==> config.mk <==
export PLATFORM = sky130hd
export DESIGN_NAME = wltt_front_flat
export DESIGN_NICKNAME = d
export VERILOG_FILES = /design/src/rtl/wide_line_to_triangles_top_assert.svh /design/src/rtl/wltt_pkg.sv /design/src/rtl/wltt_if.sv /design/src/rtl/wltt_front.sv /design/src/flat_wrapper.sv
export SDC_FILE = /design/constraint.sdc
export NUM_CORES = 1
export LEC_CHECK = 0
export BUFFER_PORTS_ARGS = -buffer_cell sky130_fd_sc_hd__buf_2
export CAP_MARGIN = 40
export CORE_UTILIZATION = 48
export DETAILED_ROUTE_END_ITERATION = 8
export PLACE_DENSITY = 0.79
export REMOVE_ABC_BUFFERS = 1
export SYNTH_ARGS = -nofsm -noshare
export SYNTH_HDL_FRONTEND = slang
export SYNTH_SLANG_ARGS = --single-unit
==> constraint.sdc <==
create_clock -name vclk -period 14.4
set_input_delay 2.16 -clock vclk [all_inputs]
set_output_delay 2.16 -clock vclk [all_outputs]
set_load 0.02 [all_outputs]
==> src/rtl/wide_line_to_triangles_top_assert.svh <==
// ----------------------------------------------------------------------------
// Wide line to triangles assertion macros
// Shared macros for the concurrent checks of the wide line expander.
// ----------------------------------------------------------------------------
`ifndef WIDE_LINE_TO_TRIANGLES_TOP_ASSERT_SVH
`define WIDE_LINE_TO_TRIANGLES_TOP_ASSERT_SVH

// Check that is skipped while reset is asserted.
`define WLTT_ASSERT_RST(lbl, prop, msg) \
  lbl: assert property (@(posedge clk_i) disable iff (!rst_ni) prop) else $error(msg);

// Check that also holds during reset.
`define WLTT_ASSERT_ANY(lbl, prop, msg) \
  lbl: assert property (@(posedge clk_i) prop) else $error(msg);

`endif

==> src/rtl/wltt_pkg.sv <==
// ----------------------------------------------------------------------------
// Wide line to triangles package
// Shared constants and the classified segment record.
// ----------------------------------------------------------------------------
`default_nettype none

package wltt_pkg;

  localparam int FracBitsDefault = 16;
  localparam int CoordW          = 16;
  localparam int VertW           = 17;
  localparam int LineWidthW      = 10;
  localparam int PaintW          = 32;
  localparam int SqW             = 32;
  localparam int QueueDepth      = 2;

  typedef struct packed {
    logic signed [CoordW-1:0] start_x;
    logic signed [CoordW-1:0] start_y;
    logic signed [CoordW-1:0] end_x;
    logic signed [CoordW-1:0] end_y;
    logic [LineWidthW-1:0]    width;
    logic [PaintW-1:0]        paint;
    logic [SqW-1:0]           dx2;
    logic [SqW-1:0]           dy2;
    logic                     nx_neg;
    logic                     ny_neg;
    logic                     zero_len;
  } seg_t;

endpackage

`default_nettype wire

==> src/rtl/wltt_if.sv <==
// ----------------------------------------------------------------------------
// Wide line to triangles channel interfaces
// Segment request channel and triangle result channel.
// ----------------------------------------------------------------------------
`default_nettype none

interface wltt_line_if;
  logic                                  valid;
  logic                                  ready;
  logic signed [wltt_pkg::CoordW-1:0]    start_x;
  logic signed [wltt_pkg::CoordW-1:0]    start_y;
  logic signed [wltt_pkg::CoordW-1:0]    end_x;
  logic signed [wltt_pkg::CoordW-1:0]    end_y;
  logic [wltt_pkg::LineWidthW-1:0]       width;
  logic [wltt_pkg::PaintW-1:0]           paint;

  modport source (output valid, start_x, start_y, end_x, end_y, width, paint,
                  input ready);
  modport sink (input valid, start_x, start_y, end_x, end_y, width, paint,
                output ready);
endinterface


`default_nettype wire

==> src/rtl/wltt_front.sv <==
// ----------------------------------------------------------------------------
// Wide line to triangles front end
// Accepts segment requests and forms the deltas, their squares and signs.
// ----------------------------------------------------------------------------
`default_nettype none

module wltt_front (
  wltt_line_if.sink       line_i,
  input  wire logic       q_ready_i,
  output wltt_pkg::seg_t  q_item_o,
  output logic            q_valid_o
);

  logic signed [wltt_pkg::CoordW:0] dx, dy;
  logic [wltt_pkg::CoordW-1:0]      adx, ady;

  always_comb begin
    dx  = {line_i.end_x[wltt_pkg::CoordW-1], line_i.end_x}
        - {line_i.start_x[wltt_pkg::CoordW-1], line_i.start_x};
    dy  = {line_i.end_y[wltt_pkg::CoordW-1], line_i.end_y}
        - {line_i.start_y[wltt_pkg::CoordW-1], line_i.start_y};
    adx = dx[wltt_pkg::CoordW] ? wltt_pkg::CoordW'(-dx) : dx[wltt_pkg::CoordW-1:0];
    ady = dy[wltt_pkg::CoordW] ? wltt_pkg::CoordW'(-dy) : dy[wltt_pkg::CoordW-1:0];

    q_item_o.start_x  = line_i.start_x;
    q_item_o.start_y  = line_i.start_y;
    q_item_o.end_x    = line_i.end_x;
    q_item_o.end_y    = line_i.end_y;
    q_item_o.width    = line_i.width;
    q_item_o.paint    = line_i.paint;
    q_item_o.dx2      = adx * adx;
    q_item_o.dy2      = ady * ady;
    q_item_o.nx_neg   = !dy[wltt_pkg::CoordW] && (dy != '0);
    q_item_o.ny_neg   = dx[wltt_pkg::CoordW];
    q_item_o.zero_len = (dx == '0) && (dy == '0);
  end

  assign q_valid_o    = line_i.valid;
  assign line_i.ready = q_ready_i;

endmodule

`default_nettype wire

==> src/flat_wrapper.sv <==
// flat-port wrapper written by rule: the top's interface ports become plain ports
module wltt_front_flat 
  (q_ready_i, q_item_o, q_valid_o, line_i_valid, line_i_start_x, line_i_start_y, line_i_end_x, line_i_end_y, line_i_width, line_i_paint, line_i_ready);
  wltt_line_if line_i_i ();
  input  wire logic q_ready_i;
  output wltt_pkg::seg_t q_item_o;
  output logic q_valid_o;
  input wire logic [$bits(line_i_i.valid)-1:0] line_i_valid;
  input wire logic [$bits(line_i_i.start_x)-1:0] line_i_start_x;
  input wire logic [$bits(line_i_i.start_y)-1:0] line_i_start_y;
  input wire logic [$bits(line_i_i.end_x)-1:0] line_i_end_x;
  input wire logic [$bits(line_i_i.end_y)-1:0] line_i_end_y;
  input wire logic [$bits(line_i_i.width)-1:0] line_i_width;
  input wire logic [$bits(line_i_i.paint)-1:0] line_i_paint;
  output wire logic [$bits(line_i_i.ready)-1:0] line_i_ready;
  assign line_i_i.valid = line_i_valid;
  assign line_i_i.start_x = line_i_start_x;
  assign line_i_i.start_y = line_i_start_y;
  assign line_i_i.end_x = line_i_end_x;
  assign line_i_i.end_y = line_i_end_y;
  assign line_i_i.width = line_i_width;
  assign line_i_i.paint = line_i_paint;
  assign line_i_ready = line_i_i.ready;
  wltt_front u_core (.line_i(line_i_i), .q_ready_i(q_ready_i), .q_item_o(q_item_o), .q_valid_o(q_valid_o));
endmodule
After elaboration in Yosys (flattened, before gate mapping)
Cells that the tools add are included. W data, S select, Z words.

Flip-flop bits (word level): 0. Output and inout bits: 175.

$add $sub $neg: 4. $mul: 2. Multiplexer cells: 2. Reduce and logical (&&, ||, !) cells: 6.

Operator list (number): $mul A16 B16 Y32 (2); $logic_not A17 Y1 (2); $sub A16 B16 Y17 (2); $mux W16 (2); $neg A16 Y16 (2); $reduce_bool A17 Y1 (1); $logic_and A1 B1 Y1 (2); $logic_not A1 Y1 (1).

Longest topological paths before layout
Word-level depth: 4. Depth in mapped cells: 41.

Worst setup path after synthesis
Ideal clock, no wire load.

Kind: input port to output port. Start: input port line_i_end_y[0]. End: output port q_item_o[34] in the netlist's numbering. Data arrival time: 10.747 ns. Slack: 1.493 ns. Cell stages on the path: 36. Buffers on the path: 1. Cells stage by stage: inv_1 > ha_1 > fa_1 > nor2b_1 > o2111ai_1 > and3_1 > o31ai_2 > a21oi_1 > nor2b_1 > o21a_1 > buf_2 > a21oi_1 > xor2_1 > clkinv_1 > nand2_1 > fa_1 > fa_1 > inv_1 > fa_1 > fa_1 > fa_1 > inv_1 > fa_1 > inv_1 > ha_1 > a21o_1 > a21oi_1 > o21ai_0 > a22o_1 > a21o_1 > or4_1 > a31o_2 > a21oi_1 > o21ai_0 > xnor2_1 > xnor2_1.

RTL lines: start: declaration (line flat_wrapper.sv:12) `input wire logic [$bits(line_i_i.end_y)-1:0] line_i_end_y;`; end: declaration (line flat_wrapper.sv:6) `output wltt_pkg::seg_t q_item_o;`.

==> summary.md <==
| Metric | Value |
|---|---|
| Total number of vias | `13800` |
| Fin. max-slew vios | `0` |
| Number of port buffers | `193` |
| Status | `complete, no violations` |
| Final Hold Vio Count | `0` |
| 1st-iter DRT viols | `685` |
| Share of cells above drive strength 1 | `0.132` |
| Worst path required time | `12240 ps` |
| Drt pass-1 iters | `5` |
| Antenna violations before repair | `0` |
| Site row count | `69` |
| Synth area leaders | `fa_1 (38%), ha_1 (16%), inv_1 (12%), buf_4 (4.8%), nor2_1 (4.0%)` |
| Mapped Cells | `2082` |
| Synth Cell Area | `0.0173 mm^2` |
| Fill count | `3271` |
| Die footprint | `0.0368 mm^2` |
| Worst setup EP type | `output port` |
| Unique masters post-synth | `79` |
| N_diodes | `0` |
| Synth Warn # | `0` |
| Mean post-synth cell area | `8.32 um^2` |
| Cell taking the most area after synthesis | `fa_1` |
| Vias in the first global route | `14600` |
| Die Height | `192 um` |
| DIE WIDTH | `192 um` |
| Final period util | `0.969` |
| Max FO, Critical Path | `6` |
| Hold Path Class | `input pin to output port` |
| First-pass GRT wire length | `70200 um` |
| Critical Path Max Stage Delay | `570 ps` |
| Least-Margin Pin Slew | `807 ps` |
| Synth top area share | `0.378` |
| Finished Cell Area | `0.0183 mm^2` |
| Layout clock buffers | `0` |
| Placed wire-length estimate | `38200 um` |
| Crit path arrival time | `11800 ps` |
| GPL Wtd Cong | `0.964` |
| Min Tclk post-route | `13960 ps` |
| Final setup vio count | `0` |
| Pin count of the biggest net entering global routing | `21` |
| CP Launch Type | `input pin` |
| Number of max-cap violations | `0` |
| Sequential cells | `0` |
| Cts hold-fix bufs | `0` |
| Total Wirelength | `42600 um` |
| Gr ovfl total | `0` |
| Cell mode on critical path | `fa_1` |
| GRT Overall Usage | `0.239` |
| Post-DP Area | `0.0182 mm^2` |
| Core Footprint | `0.0356 mm^2` |
| P&R area growth vs syn | `5.45%` |
| Reg area | `0 um^2` |
| Layout Nets | `2841` |
| Critical path's slowest cell | `fa_1` |
| Max Freq | `71.6 MHz` |
| Routed len/inst | `16.1 um` |
| Sequential share of the synthesized area | `0` |
| Setup TNS | `0 ps` |
| Via-per-instance ratio | `5.24` |
| WS Path Type | `input pin to output port` |
| RSZ-0062 raised after global routing | `false` |
| Starting density of the core | `0.487` |
| I/O pin total | `283` |
| Final antenna-violating net count | `0` |
| Worst slew margin | `0.448` |
| # DRC | `0` |
==> Yosys cell counts (5+ instances only) <==
master      n
nand2b_1   25
xnor2_1    75
nor2_1    183
xor2_1     36
inv_1     531
fa_1      327
buf_4     111
inv_2       6
nor2b_1    14
clkinv_1    6
o21ai_0    34
ha_1      227
and2_1      7
and3_1      5
a31oi_1    12
a31o_2      5
nand3_1    22
nand2_1   157
nor3_1     23
a211oi_1    6
o211ai_1    6
nand3b_1    5
clkbuf_1   21
o21bai_1   11
a21o_1     38
buf_2       8
o21a_1     14
a21oi_1    73
==> cell families (layout without fill, tap and decap cells) <==
group | Yosys count | in the layout | synth area share
buf+inv | 684 | 778 | 0.173
fa+ha+maj | 554 | 554 | 0.542
simple gates | 473 | 473 | 0.123
compound gates | 247 | 247 | 0.0967
xor+xnor | 117 | 117 | 0.0618
mux | 6 | 6 | 0.00368
other cells | 1 | 2 | 0.000217
==> routing by layer <==
layer / routed length (um) / part of all wire / global-route usage
met3: 3350 / 0.079 / 0.0568
met4: 1150 / 0.027 / 0.0586
met1: 16500 / 0.39 / 0.273
met5: 132 / 0.0031 / 0.0302
met2: 21400 / 0.50 / 0.439
==> per-stage QoR <==
stage | setup WS [ps] | hold slack [ps] | util | cells
after global placement | 31.7 | 4320 | 0.512 | 2634
after global routing | 46.0 | 4320 | 0.513 | 2638
final | 442 | 4320 | 0.513 | 2638
after CTS | 130 | 4320 | 0.512 | 2635
after detailed placement | 160 | 4320 | 0.512 | 2635
after floorplan | 1410 | 4320 | - | 1942
==> path summary, 6_finish.rpt <==
| check | startpoint | end | slack (ps) | depth (start not counted) |
|---|---|---|---|---|
| hold / removal | line_i_paint[14] | q_item_o[81] | 4320 | 0 |
| setup / recovery | line_i_end_y[0] | q_item_o[34] | 440 | 35 |
==> area by class of cell <==
cell class / instances / area, um^2 / area share
Inverter: 543 / 2050 / 0.112
Multi-Input combinational cell: 1399 / 14400 / 0.786
Tap cell: 461 / 577 / 0.0316
Timing Repair Buffer: 235 / 1280 / 0.0700
==> critical path, delay by kind of cell <==
kind                       cells  cell delay, ps
AOI/OAI and AO/OA             11            2500
buffers and inverters          6             460
xor gates and xnor gates       4            1470
and+or+nand+nor                5            1180
adders and majority gates      9            4020
==> what timing repair did <==
item / in CTS / in global routing
resized for setup: 0 / 12
setup buffers: 0 / 3
endpoints found under the setup margin: 0 / 13
==> cell usage in the layout (no fill, tap or decap), drive strengths merged, types with 3 or more instances in the layout <==
cell / count
a2111oi: 4
a211oi: 6
a21o: 38
a21oi: 74
a311oi: 3
a31o: 5
a31oi: 12
a41oi: 4
and2: 7
and3: 5
buf: 235
clkinv: 4
clkinvlp: 3
fa: 327
ha: 227
inv: 536
mux2: 3
mux2i: 3
nand2: 157
nand2b: 25
nand3: 22
nand3b: 5
nand4: 4
nor2: 184
nor2b: 14
nor3: 24
nor4: 4
nor4b: 3
o211ai: 7
o21a: 15
o21ai: 38
o21bai: 11
o22ai: 3
o31ai: 6
or2: 8
or4: 4
xnor2: 79
xor2: 38
Power is not shown: default switching activity piles up to over one toggle a cycle in this logic, so the estimate is an artifact.
