==> src/rtl/wide_line_to_triangles_top_assert.svh <==
// ----------------------------------------------------------------------------
// Wide line to triangles assertion macros
// Shared macros for the concurrent checks of the wide line expander.
// ----------------------------------------------------------------------------
`ifndef WIDE_LINE_TO_TRIANGLES_TOP_ASSERT_SVH
`define WIDE_LINE_TO_TRIANGLES_TOP_ASSERT_SVH

// Check that is skipped while reset is asserted.
`define WLTT_ASSERT_RST(lbl, prop, msg) \
  lbl: assert property (@(posedge clk_i) disable iff (!rst_ni) prop) else $error(msg);

// Check that also holds during reset.
`define WLTT_ASSERT_ANY(lbl, prop, msg) \
  lbl: assert property (@(posedge clk_i) prop) else $error(msg);

`endif

==> src/rtl/wltt_pkg.sv <==
// ----------------------------------------------------------------------------
// Wide line to triangles package
// Shared constants and the classified segment record.
// ----------------------------------------------------------------------------
`default_nettype none

package wltt_pkg;

  localparam int FracBitsDefault = 16;
  localparam int CoordW          = 16;
  localparam int VertW           = 17;
  localparam int LineWidthW      = 10;
  localparam int PaintW          = 32;
  localparam int SqW             = 32;
  localparam int QueueDepth      = 2;

  typedef struct packed {
    logic signed [CoordW-1:0] start_x;
    logic signed [CoordW-1:0] start_y;
    logic signed [CoordW-1:0] end_x;
    logic signed [CoordW-1:0] end_y;
    logic [LineWidthW-1:0]    width;
    logic [PaintW-1:0]        paint;
    logic [SqW-1:0]           dx2;
    logic [SqW-1:0]           dy2;
    logic                     nx_neg;
    logic                     ny_neg;
    logic                     zero_len;
  } seg_t;

endpackage

`default_nettype wire

==> src/rtl/wltt_queue.sv <==
// ----------------------------------------------------------------------------
// Wide line to triangles queue
// Two-entry queue of classified segments between front and back end.
// ----------------------------------------------------------------------------
`default_nettype none

module wltt_queue (
  input  wire logic            clk_i,
  input  wire logic            rst_ni,
  input  wire logic            wr_valid_i,
  input  wltt_pkg::seg_t       wr_item_i,
  output logic                 wr_ready_o,
  output logic                 rd_valid_o,
  input  wire logic            rd_ready_i,
  output wltt_pkg::seg_t       rd_item_o
);

  localparam int PtrW = $clog2(wltt_pkg::QueueDepth);

  wltt_pkg::seg_t   mem_q [wltt_pkg::QueueDepth];
  logic [PtrW-1:0]  wr_ptr_q, rd_ptr_q;
  logic [PtrW:0]    cnt_q, cnt_d;
  logic             push, pop;

  assign wr_ready_o = (cnt_q != (PtrW+1)'(wltt_pkg::QueueDepth));
  assign rd_valid_o = (cnt_q != '0);
  assign rd_item_o  = mem_q[rd_ptr_q];
  assign push       = wr_valid_i && wr_ready_o;
  assign pop        = rd_valid_o && rd_ready_i;

  always_comb begin
    cnt_d = cnt_q;
    if (push && !pop) begin
      cnt_d = cnt_q + 1'b1;
    end else if (pop && !push) begin
      cnt_d = cnt_q - 1'b1;
    end
  end

  always_ff @(posedge clk_i or negedge rst_ni) begin
    if (!rst_ni) begin
      wr_ptr_q <= '0;
      rd_ptr_q <= '0;
      cnt_q    <= '0;
    end else begin
      cnt_q <= cnt_d;
      if (push) begin
        wr_ptr_q <= wr_ptr_q + 1'b1;
      end
      if (pop) begin
        rd_ptr_q <= rd_ptr_q + 1'b1;
      end
    end
  end

  always_ff @(posedge clk_i) begin
    if (push) begin
      mem_q[wr_ptr_q] <= wr_item_i;
    end
  end

endmodule

`default_nettype wire

==> config.mk <==
export PLATFORM = sky130hd
export DESIGN_NAME = wltt_queue
export DESIGN_NICKNAME = d
export VERILOG_FILES = /design/src/rtl/wide_line_to_triangles_top_assert.svh /design/src/rtl/wltt_pkg.sv /design/src/rtl/wltt_queue.sv
export SDC_FILE = /design/constraint.sdc
export NUM_CORES = 1
export LEC_CHECK = 0
export ABC_AREA = 1
export BUFFER_PORTS_ARGS = -buffer_cell sky130_fd_sc_hd__buf_2
export CAP_MARGIN = 20
export CORE_ASPECT_RATIO = 1.5
export CORE_MARGIN = 2
export CORE_UTILIZATION = 30
export CTS_CLUSTER_SIZE = 10
export DETAILED_ROUTE_END_ITERATION = 6
export GPL_TIMING_DRIVEN = 0
export PLACE_DENSITY = 0.47
export SLEW_MARGIN = 0
export SYNTH_ARGS = -nofsm -noshare
export SYNTH_HDL_FRONTEND = slang
export SYNTH_SLANG_ARGS = --single-unit
==> constraint.sdc <==
create_clock -name clk_i -period 24 [get_ports clk_i]
set_input_delay 4.8 -clock clk_i [delete_from_list [all_inputs] [get_ports clk_i]]
set_output_delay 4.8 -clock clk_i [all_outputs]
set_load 0.01 [all_outputs]
[Yosys cells after proc, flatten, opt, wreduce, memory -nomap -nowiden]
Memory sizes are Yosys's and may differ from the RTL's.
Index checks and enable logic that the tools add are counted.
Storage, ports and cells
  bits in registers: 4
  output and inout bits: 175
  latch bits: 0
  input port bits: 177
  memories kept: 1
  memory bits (read-only): 0
  logic and storage cells: 21
  memory bits (writable): 346
Cells by class
  divide/modulo/power cells: 0
  multiplexer cells: 4
  multipliers: 0
  add/subtract/negate cells: 4
  bitwise gates (word level): 0
  eq/ne operators: 1
  $lt $le $gt $ge: 0
  reduce and logical (&&, ||, !) cells: 8
  shift operators: 0
Memory list
  mem_q: depth 2, bits a word 173, read ports 1, clocked after memory_dff 0, wr ports 1, RTL line wltt_queue.sv:20  | wltt_pkg::seg_t mem_q [wltt_pkg::QueueDepth];
Operator list (count)
  1-bit logical AND: 4
  2-bit 2-to-1 mux: 2
  2-bit nonzero test: 2
  1-bit adder (second input constant): 2
  2-bit by 1-bit adder with 2-bit output (second input constant): 1
  1-bit logical NOT: 2
  1-bit 2-to-1 mux: 2
  2-bit != test (second input constant): 1
  2-bit by 1-bit subtractor with 2-bit output (second input constant): 1

[Longest topological paths before layout]
Gate-level depths: netlist of the first run.
  depth in word-level cells: 6
  mapped depth: 10
  depth with buffers taken out: 10

[Worst setup path before layout of the first run]
No wires, ideal clock.
  path kind: input -> register
  start: in wr_valid_i
  end: mem mem_q[0][0] (netlist name), enable pin
  slack: 11.205 ns
  arrival: 12.086 ns
  cell stages on the path: 2
  required time: 23.291 ns
  setup time: 0.709 ns
  path buffers: 0
  path through: nand2_1 > nor2_1
On the way
  cells in the longest elaborated chain, start to end: 3
Ends and longest elaborated chain
  from (decl): RTL line wltt_queue.sv:10  | input wire logic wr_valid_i,
  1-bit logical AND: RTL line wltt_queue.sv:28  | assign push = wr_valid_i && wr_ready_o;
  1-bit 2-to-1 mux: RTL line wltt_queue.sv:57  | if (push) begin
  1-bit 2-to-1 mux (implied by the code): RTL line wltt_queue.sv:58  | mem_q[wr_ptr_q] <= wr_item_i;
  to (decl): RTL line wltt_queue.sv:20
No other way between the ends.

==> summary.md, run 1 <==
| Metric | Value |
|---|---|
| Depth of the worst register-to-register path | 7 |
| Worst skew pair latency | 530 ps |
| DR pass1 iterations | 4 |
| Placed Area | 15,500 um2 |
| FP Rows | 92 |
| CP Buf/Inv Count | 4 |
| Post-Syn Area per Cell | 13.7 um2 |
| Clk_skew | 13.7 ps |
| Layout net count | 1,515 |
| CP delay by family, top | buffers and inverters |
| Root Buffer | clkbuf_16 |
| Arr. time, crit path | 1970 ps |
| Full die area | 44,200 um2 |
| Max-cap violations | 0 |
| I/O Buffers | 351 |
| Synth Area in XOR/XNOR | 0.00137 |
| Post-Syn Nets | 1,110 |
| Commonest non-fill, non-tap cell in the layout | nand2_1 |
| Critical R2R Launch | cnt_q[0]$_DFFE_PN0P_ |
| Global-route wire length before repair | 47,400 um |
| Status | complete, no violations |
| Overall Global Routing Usage | 0.143 |
| Worst setup EP type | output pin |
| Die height | 257 um |
| Area growth, synth to finish | 29.6% |
| Grt total ovfl | 0 |
| Met2 usage | 0.257 |
| Chip Width | 172 um |
| Multiplexer share of the synthesized area | 0 |
| Sequential power share | 0.415 |
| Num CTS Buffers | 40 |
| CP Class | flip-flop to output pin |
| DRC Markers | 0 |
| Pin count of the biggest net entering global routing | 30 |
| H-tree depth | 2 |
| Post-route ant nets | 0 |
| Hold path startpoint | cnt_q[0]$_DFFE_PN0P_ |
| Share of cells above drive strength 1 | 0.331 |
| Register bit total from synthesis | 350 |
| Pwr per Cell Area | 125 nW/um2 |
| Seq. cell area | 10,500 um2 |
| Clk sinks | 350 |
| Int Pwr | 1370 uW |
| Critical path's most frequent cell | buf_2 |
| Compound-Gate Fraction of Synth Area | 0 |
| Critical Path Max Stage Delay | 420 ps |
| RSZ-0062 raised after global routing | false |
| Relative slew slack | 0.496 |
| Hold depth | 1 |
| M1 GR Usage | 0.148 |
| CP max-delay cell | dfrtp_1 |
| Hold slack final | 519 ps |
| Dpl hpwl | 22,800 um |
| Tmin final | 6770 ps |
| Final Util | 0.394 |
| Net Sw Power | 708 uW |
| Switching Fraction | 0.341 |
| Post-Synth Simple-Gate Area | 0.157 |
| Final period util | 0.282 |
| Finished layout cell area | 16,500 um2 |
| CP cell instances | inv_2 -> buf_2 -> buf_2 -> nand2_1 -> nand2_1 -> buf_2 |
| TritonCTS clock tree | done |
| Least-Margin Pin Slew | 754 ps |
| Area of the multi-input gates | 2050 um2 |
| Met3 Track Usage GR | 0.0469 |
| Core Box Area | 42,000 um2 |
| Worst vdd ir | 0.0709 mV |
| Detailed Route Iter0 Violations | 289 |
| Vias | 8,035 |
| Post-CTS Setup Bufs | 0 |
| CTS max path bufs | 3 |
| F_max | 0.148 GHz |
| Post-synthesis cell area | 12,800 um2 |
| CP startpoint kind | flip-flop |
| Mapped Cells | 932 |
| Combinational Power Share | 0.334 |
| CTS resizes | 0 |
| WL/cell | 16.8 um |
| Vias in the first global route | 8,230 |
| WHS Endpoint | cnt_q[0]$_DFFE_PN0P_ |
| Clock Power Share | 0.251 |
| Yosys synthesis warning count | 0 |
| GRT busiest layer | met2 |
| Filler Cell Count | 4,086 |
| Main combinational cell family by area after synthesis | simple AND/OR/NAND/NOR gates |
| Gpl congestion | 0.711 |
| Initial antenna violation count | 9 |
| Reg-to-Reg End | mem_q[1][115]$_DFFE_PP_ |
| Final WL | 32,100 um |
| Post-route setup TNS | 0 ps |
| # hold bufs at CTS | 0 |
| Hold Crit Class | flip-flop to flip-flop |
| Leakage power | 0.00706 uW |
| Hold Vio Cnt, Final | 0 |
| Commonest non-fill, non-tap cells in the layout | 529 x nand2_1, 382 x buf_2, 346 x edfxtp_1 |
| # setup viols final | 0 |
| Max FO, Critical Path | 10 |
| Starting density of the core | 0.304 |
| Vias per cell | 4.20 |
| # IOs | 352 |
| Reg clk slew, reported paths | 50 ps |
| R2r setup slk | 21,520 ps |
| Req. time, crit path | 19,200 ps |
| Total power | 2080 uW |
| Register area share after synthesis | 0.822 |
| Max Slew Vio Count | 0 |
| Yosys cell types | 14 |
| Crit path depth | 6 |
| Adder-Cell Fraction of Synth Area | 0.000981 |
-- metal layers --
| metal | vias to the layer above | share of wire |
|---|---|---|
| met5 | - | 0.0013 |
| met4 | 6 | 0.041 |
| met3 | 85 | 0.079 |
| met2 | 268 | 0.52 |
| met1 | 3729 | 0.36 |
| li1 | 3947 | - |
-- state kept, by name, indices dropped and copies added (netlist names) --
name and cells:
wr_ptr_q 1, cnt_q 2, mem_q 346, rd_ptr_q 1
-- Yosys cell counts --
cell type | number | area (um2)
buf_2 | 31 | 155
buf_4 | 6 | 45.0
clkbuf_1 | 1 | 3.75
dfrtp_1 | 4 | 100
edfxtp_1 | 346 | 10400
ha_1 | 1 | 12.5
inv_1 | 6 | 22.5
inv_2 | 1 | 3.75
nand2_1 | 529 | 1990
nand3_1 | 2 | 10.0
nand4_1 | 1 | 6.26
nor2_1 | 2 | 7.51
xnor2_1 | 1 | 8.76
xor2_1 | 1 | 8.76
-- power by group through the flow --
stage                     Clock [uW]  Sequential, uW  Combinational [uW]
after floorplan                    0             914                 367
after detailed placement           0             875                 718
after global placement             0             953                 681
after global routing             559             874                 782
after CTS                        539             863                 720
final                            521             862                 693
-- cell families (layout without fill, tap and decap cells) --
logic type / count (synthesis) / after routing
flops: 350 / 350
buf+inv: 45 / 456
other cells: 0 / 5
fa+ha+maj: 1 / 1
simple gates: 534 / 534
xor+xnor: 2 / 2
-- worst reg2reg max path, cell delays in order (launching register included) --
cell	delay, ps
dfrtp_1	390
inv_1	90
nand2_1	90
nand2_1	180
nor2_4	630
buf_12	290
buf_12	230
buf_12	240
-- through the flow --
| step | setup WS [ps] | std cells |
|---|---|---|
| 2_1_floorplan | 11210 | 932 |
| 3_3_place_gp | 5710 | 1847 |
| 3_5_place_dp | 17110 | 1859 |
| 4_1_cts | 17080 | 1907 |
| 5_1_grt | 16980 | 1912 |
| 6_report | 17230 | 1912 |
-- worst max-delay path by stage --
stage	from	end	slack, ps
floorplan	wr_valid_i	mem_q[0][0]$_DFFE_PP_	11210
global placement	wr_valid_i	mem_q[1][27]$_DFFE_PP_	5710
detailed placement	wr_valid_i	mem_q[1][91]$_DFFE_PP_	17110
CTS	rd_ptr_q$_DFFE_PN0P_	rd_item_o[13]	17080
global route	rd_ptr_q$_DFFE_PN0P_	rd_item_o[18]	16980
finish	rd_ptr_q$_DFFE_PN0P_	rd_item_o[13]	17230
-- layout make-up --
class                           instances  area share
Antenna cell                            5    0.000756
Buffer                                 38      0.0123
Tap cell                              564      0.0427
Multi-Input combinational cell        537       0.124
Timing Repair Buffer                  363       0.121
Sequential cell                       350       0.634
Clock buffer                           48      0.0636
Inverter                                7     0.00159
Power figures use the tool's default switching activity.
==> run 2, diff against run 1 <==
Settings changed: ABC_AREA 1 to 0.
Clock period 24 ns to 6.9 ns, I/O delays scaled along.
==> summary.md, run 2 <==
| Metric | Value |
|---|---|
| Synth cell count leaders | 346 x edfxtp_1, 173 x mux2_2, 18 x buf_6 |
| CP max-delay cell | dfrtp_1 |
| R2r setup slk | 4630 ps (-16,890 ps) |
| Gpl congestion | 0.708 (-0.44%) |
| CP Buf/Inv Count | 3 (-1) |
| Worst skew pair latency | 530 ps (about the same) |
| Tmin final | 3250 ps |
| Max reg flops | 346 (unchanged) |
| Pwr per Cell Area | 427 nW/um2 (+240%) |
| DR pass1 iterations | 4 (unchanged) |
| Critical path's most frequent cell | buf_6 |
| Relative slew slack | 0.635 (+0.139) |
| Finished layout cell area | 16,500 um2 (-0.22%) |
| # IOs | 352 (unchanged) |
| Asr flop ratio synth | 0.0114 (unchanged) |
| Vias per cell | 4.31 (+2.6%) |
| Compound-Gate Fraction of Synth Area | 0 (unchanged) |
| Critical Path Max Stage Delay | 390 ps (-30 ps) |
| Worst setup EP type | output pin |
| F_max | 0.308 GHz |
| Cell Count, Final, Fillers Out | 1,538 (-20%) |
| Starting density of the core | 0.303 (-0.000476) |
| Placed Cells | 1,480 (-20%) |
| Synth Area in XOR/XNOR | 0.00344 (+0.00206) |
| Die height | 256 um (about the same) |
| Top FF cell, synth | edfxtp_1 |
| Commonest non-fill, non-tap cells in the layout | 352 x buf_2, 346 x edfxtp_1, 173 x mux2_2 |
| Post-synth EDFFs | 346 (unchanged) |
| Dpl hpwl | 20,800 um (-8.6%) |
| Max-cap violations | 0 (unchanged) |
| Leakage power | 0.00609 uW (-14%) |
| Num CTS Buffers | 41 (+2.5%) |
| Hold depth | 1 (unchanged) |
| Post-Syn Nets | 734 (-34%) |
| Top Registers | mem_q: 346 flops, cnt_q: 2 flops |
| Register area share after synthesis | 0.823 (+0.00129) |
| Commonest non-fill, non-tap cell in the layout | buf_2 |
| CTS resizes | 0 (unchanged) |
| Req. time, crit path | 5520 ps (-13,680 ps) |
| Post-route ant nets | 0 (unchanged) |
| Critical R2R Launch | cnt_q[0]$_DFFE_PN0P_ |
| FP Rows | 92 (unchanged) |
| Global-route wire length before repair | 43,200 um (-8.9%) |
| CP startpoint kind | flip-flop |
| Arr. time, crit path | 1870 ps (-100 ps) |
| Clk sinks | 350 (unchanged) |
| Yosys synthesis warning count | 0 (unchanged) |
| # setup viols final | 0 (unchanged) |
| Mapped Cells | 556 (-40%) |
| Vias in the first global route | 7,242 (-12%) |
| Root Buffer | clkbuf_16 |
| WHS Endpoint | cnt_q[1]$_DFFE_PN0P_ |
| Least-Margin Pin Slew | 546 ps (-208 ps) |
| Post-Syn Area per Cell | 22.9 um2 (+67%) |
| Total power | 7050 uW (+240%) |
| DRC Markers | 0 (unchanged) |
| Yosys cell types | 14 (unchanged) |
| Core Box Area | 42,000 um2 (unchanged) |
| Detailed Route Iter0 Violations | 319 (+10%) |
| Reg-to-Reg End | mem_q[0][39]$_DFFE_PP_ |
| Overall Global Routing Usage | 0.133 (-0.0100) |
| Max Slew Vio Count | 0 (unchanged) |
| Post-synthesis cell area | 12,700 um2 (-0.16%) |
| Filler Cell Count | 3,929 (-3.8%) |
| WL/cell | 19.3 um (+15%) |
| Initial antenna violation count | 5 (-4) |
| Hold Vio Cnt, Final | 0 (unchanged) |
| CP delay by family, top | buffers and inverters |
| Max FO, Critical Path | 10 (unchanged) |
| TritonCTS clock tree | done |
| Vias | 6,633 (-17%) |
| Adder-Cell Fraction of Synth Area | 0.000982 (+0.00000154) |
| Area growth, synth to finish | 29.6% (about the same) |
| # hold bufs at CTS | 0 (unchanged) |
| Post-Synth Simple-Gate Area | 0.00265 (-0.155) |
| CTS max path bufs | 3 (unchanged) |
| Depth of the worst register-to-register path | 6 (-1) |
| CP Class | flip-flop to output pin |
| Share of cells above drive strength 1 | 0.615 (+0.285) |
| Final period util | 0.470 |
| Hold Crit Class | flip-flop to flip-flop |
| I/O Buffers | 351 (unchanged) |
| Post-synth top area cell | edfxtp_1 |
| Main combinational cell family by area after synthesis | multiplexers |
| Grt total ovfl | 0 (unchanged) |
| Hold path startpoint | cnt_q[1]$_DFFE_PN0P_ |
| Final Util | 0.393 (-0.000863) |
| Pin count of the biggest net entering global routing | 58 (+93%) |
| Multiplexer share of the synthesized area | 0.153 (+0.153) |
| Layout net count | 1,137 (-25%) |
| Post-route setup TNS | 0 ps (unchanged) |
| Synth top area cells | edfxtp_1 82%, mux2_2 15%, buf_6 1.6% |
| H-tree depth | 2 (unchanged) |
| Full die area | 44,200 um2 (-0.16%) |
| Placed Area | 15,400 um2 (-0.39%) |
| Clk_skew | 12.7 ps (-1.02 ps) |
| Status | complete, no violations |
| Chip Width | 172 um (about the same) |
| Share of the synthesized area in the top cell type | 0.816 (+0.00128) |
| Final WL | 29,700 um (-7.6%) |
| Largest Register | mem_q |
| Worst vdd ir | 0.269 mV (+280%) |
| CP cell instances | buf_6 -> buf_6 -> mux2_2 -> buf_2 |
| RSZ-0062 raised after global routing | false |
| Most frequent cell after synthesis | edfxtp_1 |
| Reg clk slew, reported paths | 50 ps (about the same) |
| Register bit total from synthesis | 350 (unchanged) |
| Post-CTS Setup Bufs | 0 (unchanged) |
[run 2: cell types whose count changed after synthesis, moves of 2 or more]
cell and delta:
nand2_1 -527, mux2_2 +173, buf_2 -30, buf_6 +18, buf_4 -6, inv_1 -5, nand3_1 -2, xnor2_1 +2
[run 2: cell families after synthesis]
kind of cell,Yosys count
xor+xnor,5
buf+inv,20
mux,173
flops,350
fa+ha+maj,1
simple gates,7
[run 2: worst max-delay path by stage]
stage	cells after the start	endpoint	slack (ps)	from
2_1_floorplan	2	mem_q[0][0]$_DFFE_PP_	470	wr_valid_i
3_3_place_gp	3	mem_q[0][36]$_DFFE_PP_	-2920	wr_valid_i
6_report	4	rd_item_o[12]	3650	rd_ptr_q$_DFFE_PN0P_
5_1_grt	4	rd_item_o[82]	3550	rd_ptr_q$_DFFE_PN0P_
4_1_cts	4	rd_item_o[12]	3580	rd_ptr_q$_DFFE_PN0P_
3_5_place_dp	6	mem_q[0][38]$_DFFE_PP_	3710	wr_valid_i
[run 2: cell type report]
class,count,area (um2),area share
sequential,350,10500,0.636
multi-input combinational,186,2050,0.124
timing repair buffer,360,1960,0.119
clock buffer,52,1070,0.0647
tap,564,706,0.0428
buffer,19,208,0.0126
clock inverter,2,11.3,0.000682
antenna,4,10.0,0.000606
inverter,1,3.75,0.000227
[run 2: per-layer routing]
metal,vias up,wire [um],GRT usage
met5,-,27,0
li1,3018,-,-
met4,4,1230,0.0644
met1,3327,9470,0.121
met2,219,17000,0.259
met3,65,2010,0.0374
[run 2: power breakdown]
| part | leakage (uW) | total [uW] | internal (uW) | switching, uW |
|---|---|---|---|---|
| logic | 0.00231 | 2220 | 1010 | 1210 |
| clock network | 0.000520 | 1840 | 1070 | 768 |
| registers | 0.00326 | 2990 | 2900 | 91.2 |
[run 2: stage by stage]
step / setup slack [ps] / hold WS [ps]
finish: 3650 / 505
global route: 3550 / 535
CTS: 3580 / 507
detailed placement: 3710 / 497
global placement: -2920 / 470
floorplan: 470 / 456
==> run 3, diff against run 2 <==
Settings changed: PLACE_DENSITY 0.47 to 0.49.
Clock period 6.9 ns to 2.95 ns, I/O delays scaled along.
==> summary.md, run 3 (synthesized netlist as in run 2, its figures left out) <==
| Metric | Value |
|---|---|
| Status | complete, no violations |
| Clk_skew | 11.9 ps (-0.806 ps) |
| TritonCTS clock tree | done |
| Core Box Area | 42,000 um2 (unchanged) |
| Vias | 6,566 (-1.0%) |
| Max reg flops | 346 (unchanged) |
| Pwr per Cell Area | 993 nW/um2 (+130%) |
| Req. time, crit path | 2360 ps (-3160 ps) |
| Leakage power | 0.00610 uW (+0.22%) |
| Post-route ant nets | 0 (unchanged) |
| # setup viols final | 0 (unchanged) |
| DR pass1 iterations | 4 (unchanged) |
| Net Sw Power | 4790 uW (+130%) |
| RSZ-0062 raised after global routing | false |
| Overall Global Routing Usage | 0.128 (-0.00485) |
| Max Slew Vio Count | 0 (unchanged) |
| F_max | 0.413 GHz |
| Pin count of the biggest net entering global routing | 59 (+1.7%) |
| Post-route setup slack | 528 ps (-3130 ps) |
| Largest Register | mem_q |
| Max-cap violations | 0 (unchanged) |
| Area growth, synth to finish | 29.7% |
| Full die area | 44,200 um2 (unchanged) |
| Arr. time, crit path | 1830 ps (-40 ps) |
| Worst vdd ir | 0.602 mV (+120%) |
| Global-route wire length before repair | 41,900 um (-3.0%) |
| I/O Buffers | 351 (unchanged) |
| # hold bufs at CTS | 1 (+1) |
| Vias per cell | 4.29 (-0.56%) |
| CP startpoint kind | flip-flop |
| Die height | 256 um (unchanged) |
| Critical path's most frequent cell | buf_6 |
| Final WL | 28,800 um (-3.1%) |
| Dpl hpwl | 20,300 um (-2.6%) |
| CP max-delay cell | dfrtp_1 |
| Layout net count | 1,139 (+0.18%) |
| Clock Power Share | 0.256 (-0.004) |
| CP delay by family, top | buffers and inverters |
| Final period util | 0.821 |
| Combinational Power Share | 0.317 (+0.002) |
| Commonest non-fill, non-tap cells in the layout | 352 x buf_2, 346 x edfxtp_1, 173 x mux2_2 |
| Top Registers | mem_q: 346 flops, cnt_q: 2 flops |
| CTS resizes | 0 (unchanged) |
| Cell Count, Final, Fillers Out | 1,531 (-0.46%) |
| Placement Setup Slack | 603 ps (-3100 ps) |
| Switching Fraction | 0.292 (-0.00197) |
| Share of cells above drive strength 1 | 0.624 (+0.00824) |
| Starting density of the core | 0.303 (unchanged) |
| Root Buffer | clkbuf_16 |
| Final Util | 0.393 (+0.000476) |
| Worst skew pair latency | 520 ps (about the same) |
| Hold Crit Class | input pin to flip-flop |
| Post-route setup TNS | 0 ps (unchanged) |
| WL/cell | 18.8 um (-2.7%) |
| Placed Area | 15,500 um2 (+0.28%) |
| CP Buf/Inv Count | 3 (unchanged) |
| Least-Margin Pin Slew | 504 ps (-42.5 ps) |
| Placed Cells | 1,481 (+0.068%) |
| Vias in the first global route | 7,109 (-1.8%) |
| Initial antenna violation count | 6 (+1) |
| Max FO, Critical Path | 10 (unchanged) |
| Detailed Route Iter0 Violations | 263 (-18%) |
| Relative slew slack | 0.664 (+0.0292) |
| Clk sinks | 350 (unchanged) |
| Tmin final | 2420 ps |
| # IOs | 352 (unchanged) |
| CTS max path bufs | 3 (unchanged) |
| Commonest non-fill, non-tap cell in the layout | buf_2 |
| FP Rows | 92 (unchanged) |
| CP Class | flip-flop to output pin |
| Finished layout cell area | 16,500 um2 (+0.12%) |
| Worst setup EP type | output pin |
| Hold Vio Cnt, Final | 0 (unchanged) |
| Grt total ovfl | 0 (unchanged) |
| CP cell instances | buf_6 -> buf_6 -> mux2_2 -> buf_2 |
| Post-CTS Setup Bufs | 0 (unchanged) |
| Int Pwr | 11,600 uW (+130%) |
| Chip Width | 172 um (unchanged) |
| DRC Markers | 0 (unchanged) |
| Sequential power share | 0.427 (+0.003) |
| H-tree depth | 2 (unchanged) |
| Critical Path Max Stage Delay | 380 ps (about the same) |
| Num CTS Buffers | 41 (unchanged) |
| Gpl congestion | 0.689 (-2.7%) |
| Reg clk slew, reported paths | 50 ps (about the same) |
-- run 3: cell types whose count changed in the layout (fill, tap and decap cells not counted), sizes merged --
| cell | change |
|---|---|
| buf | +1 |
| clkbuf | -9 |
| clkinv | -1 |
| clkinvlp | -1 |
| diode | +1 |
| dlygate4sd3 | +1 |
| inv | +1 |
-- run 3: power groups by stage --
stage | Combinational (uW) | Sequential (uW) | Clock [uW]
after global placement | 5140 | 7270 | 0
after global routing | 5660 | 7110 | 4530
after detailed placement | 5380 | 7110 | 0
after CTS | 5400 | 7020 | 4380
final | 5200 | 7000 | 4210
after floorplan | 3110 | 7150 | 0
-- run 3: layout make-up --
class | count | area [um2]
fillers | 3931 | 25500
plain buffers | 19 | 208
inverters | 1 | 3.75
repair buffers | 362 | 1990
well taps | 564 | 706
clock inverters | 1 | 8.76
multi-input cells | 186 | 2070
diodes | 5 | 12.5
flip-flops and latches | 350 | 10500
clock buffers | 43 | 1030
-- run 3: layer usage --
metal / vias to the layer above / track usage / part of all wire
met5: - / 0 / 0.00056
met4: 2 / 0.0621 / 0.040
met3: 58 / 0.0389 / 0.077
met2: 240 / 0.241 / 0.55
met1: 3253 / 0.123 / 0.33
li1: 3013 / - / -
-- run 3: metrics by stage --
stage	total power (uW)	hold slack [ps]
2_1_floorplan	10300	294
3_3_place_gp	12400	405
3_5_place_dp	12500	400
4_1_cts	16800	220
5_1_grt	17300	228
6_report	16400	258
-- run 3: worst reg2reg max path, cell delays in order (launching register included) --
cell and delay, ps:
dfrtp_1 410, nand2b_4 200, and3_4 530, buf_12 310, buf_16 310
-- run 3: path summary, 6_finish.rpt --
check / startpoint / to / slack, ps / cells past startpoint
min in group asynchronous: rst_ni / cnt_q[0]$_DFFE_PN0P_ / 440 / 2
worst max register to register: cnt_q[0]$_DFFE_PN0P_ / mem_q[1][116]$_DFFE_PP_ / 810 / 4
worst max-delay path: rd_ptr_q$_DFFE_PN0P_ / rd_item_o[11] / 530 / 4
max in group asynchronous: rst_ni / wr_ptr_q$_DFFE_PN0P_ / 2390 / 2
worst min register to register: cnt_q[0]$_DFFE_PN0P_ / cnt_q[0]$_DFFE_PN0P_ / 550 / 1
worst min-delay path: wr_item_i[155] / mem_q[0][155]$_DFFE_PP_ / 260 / 1
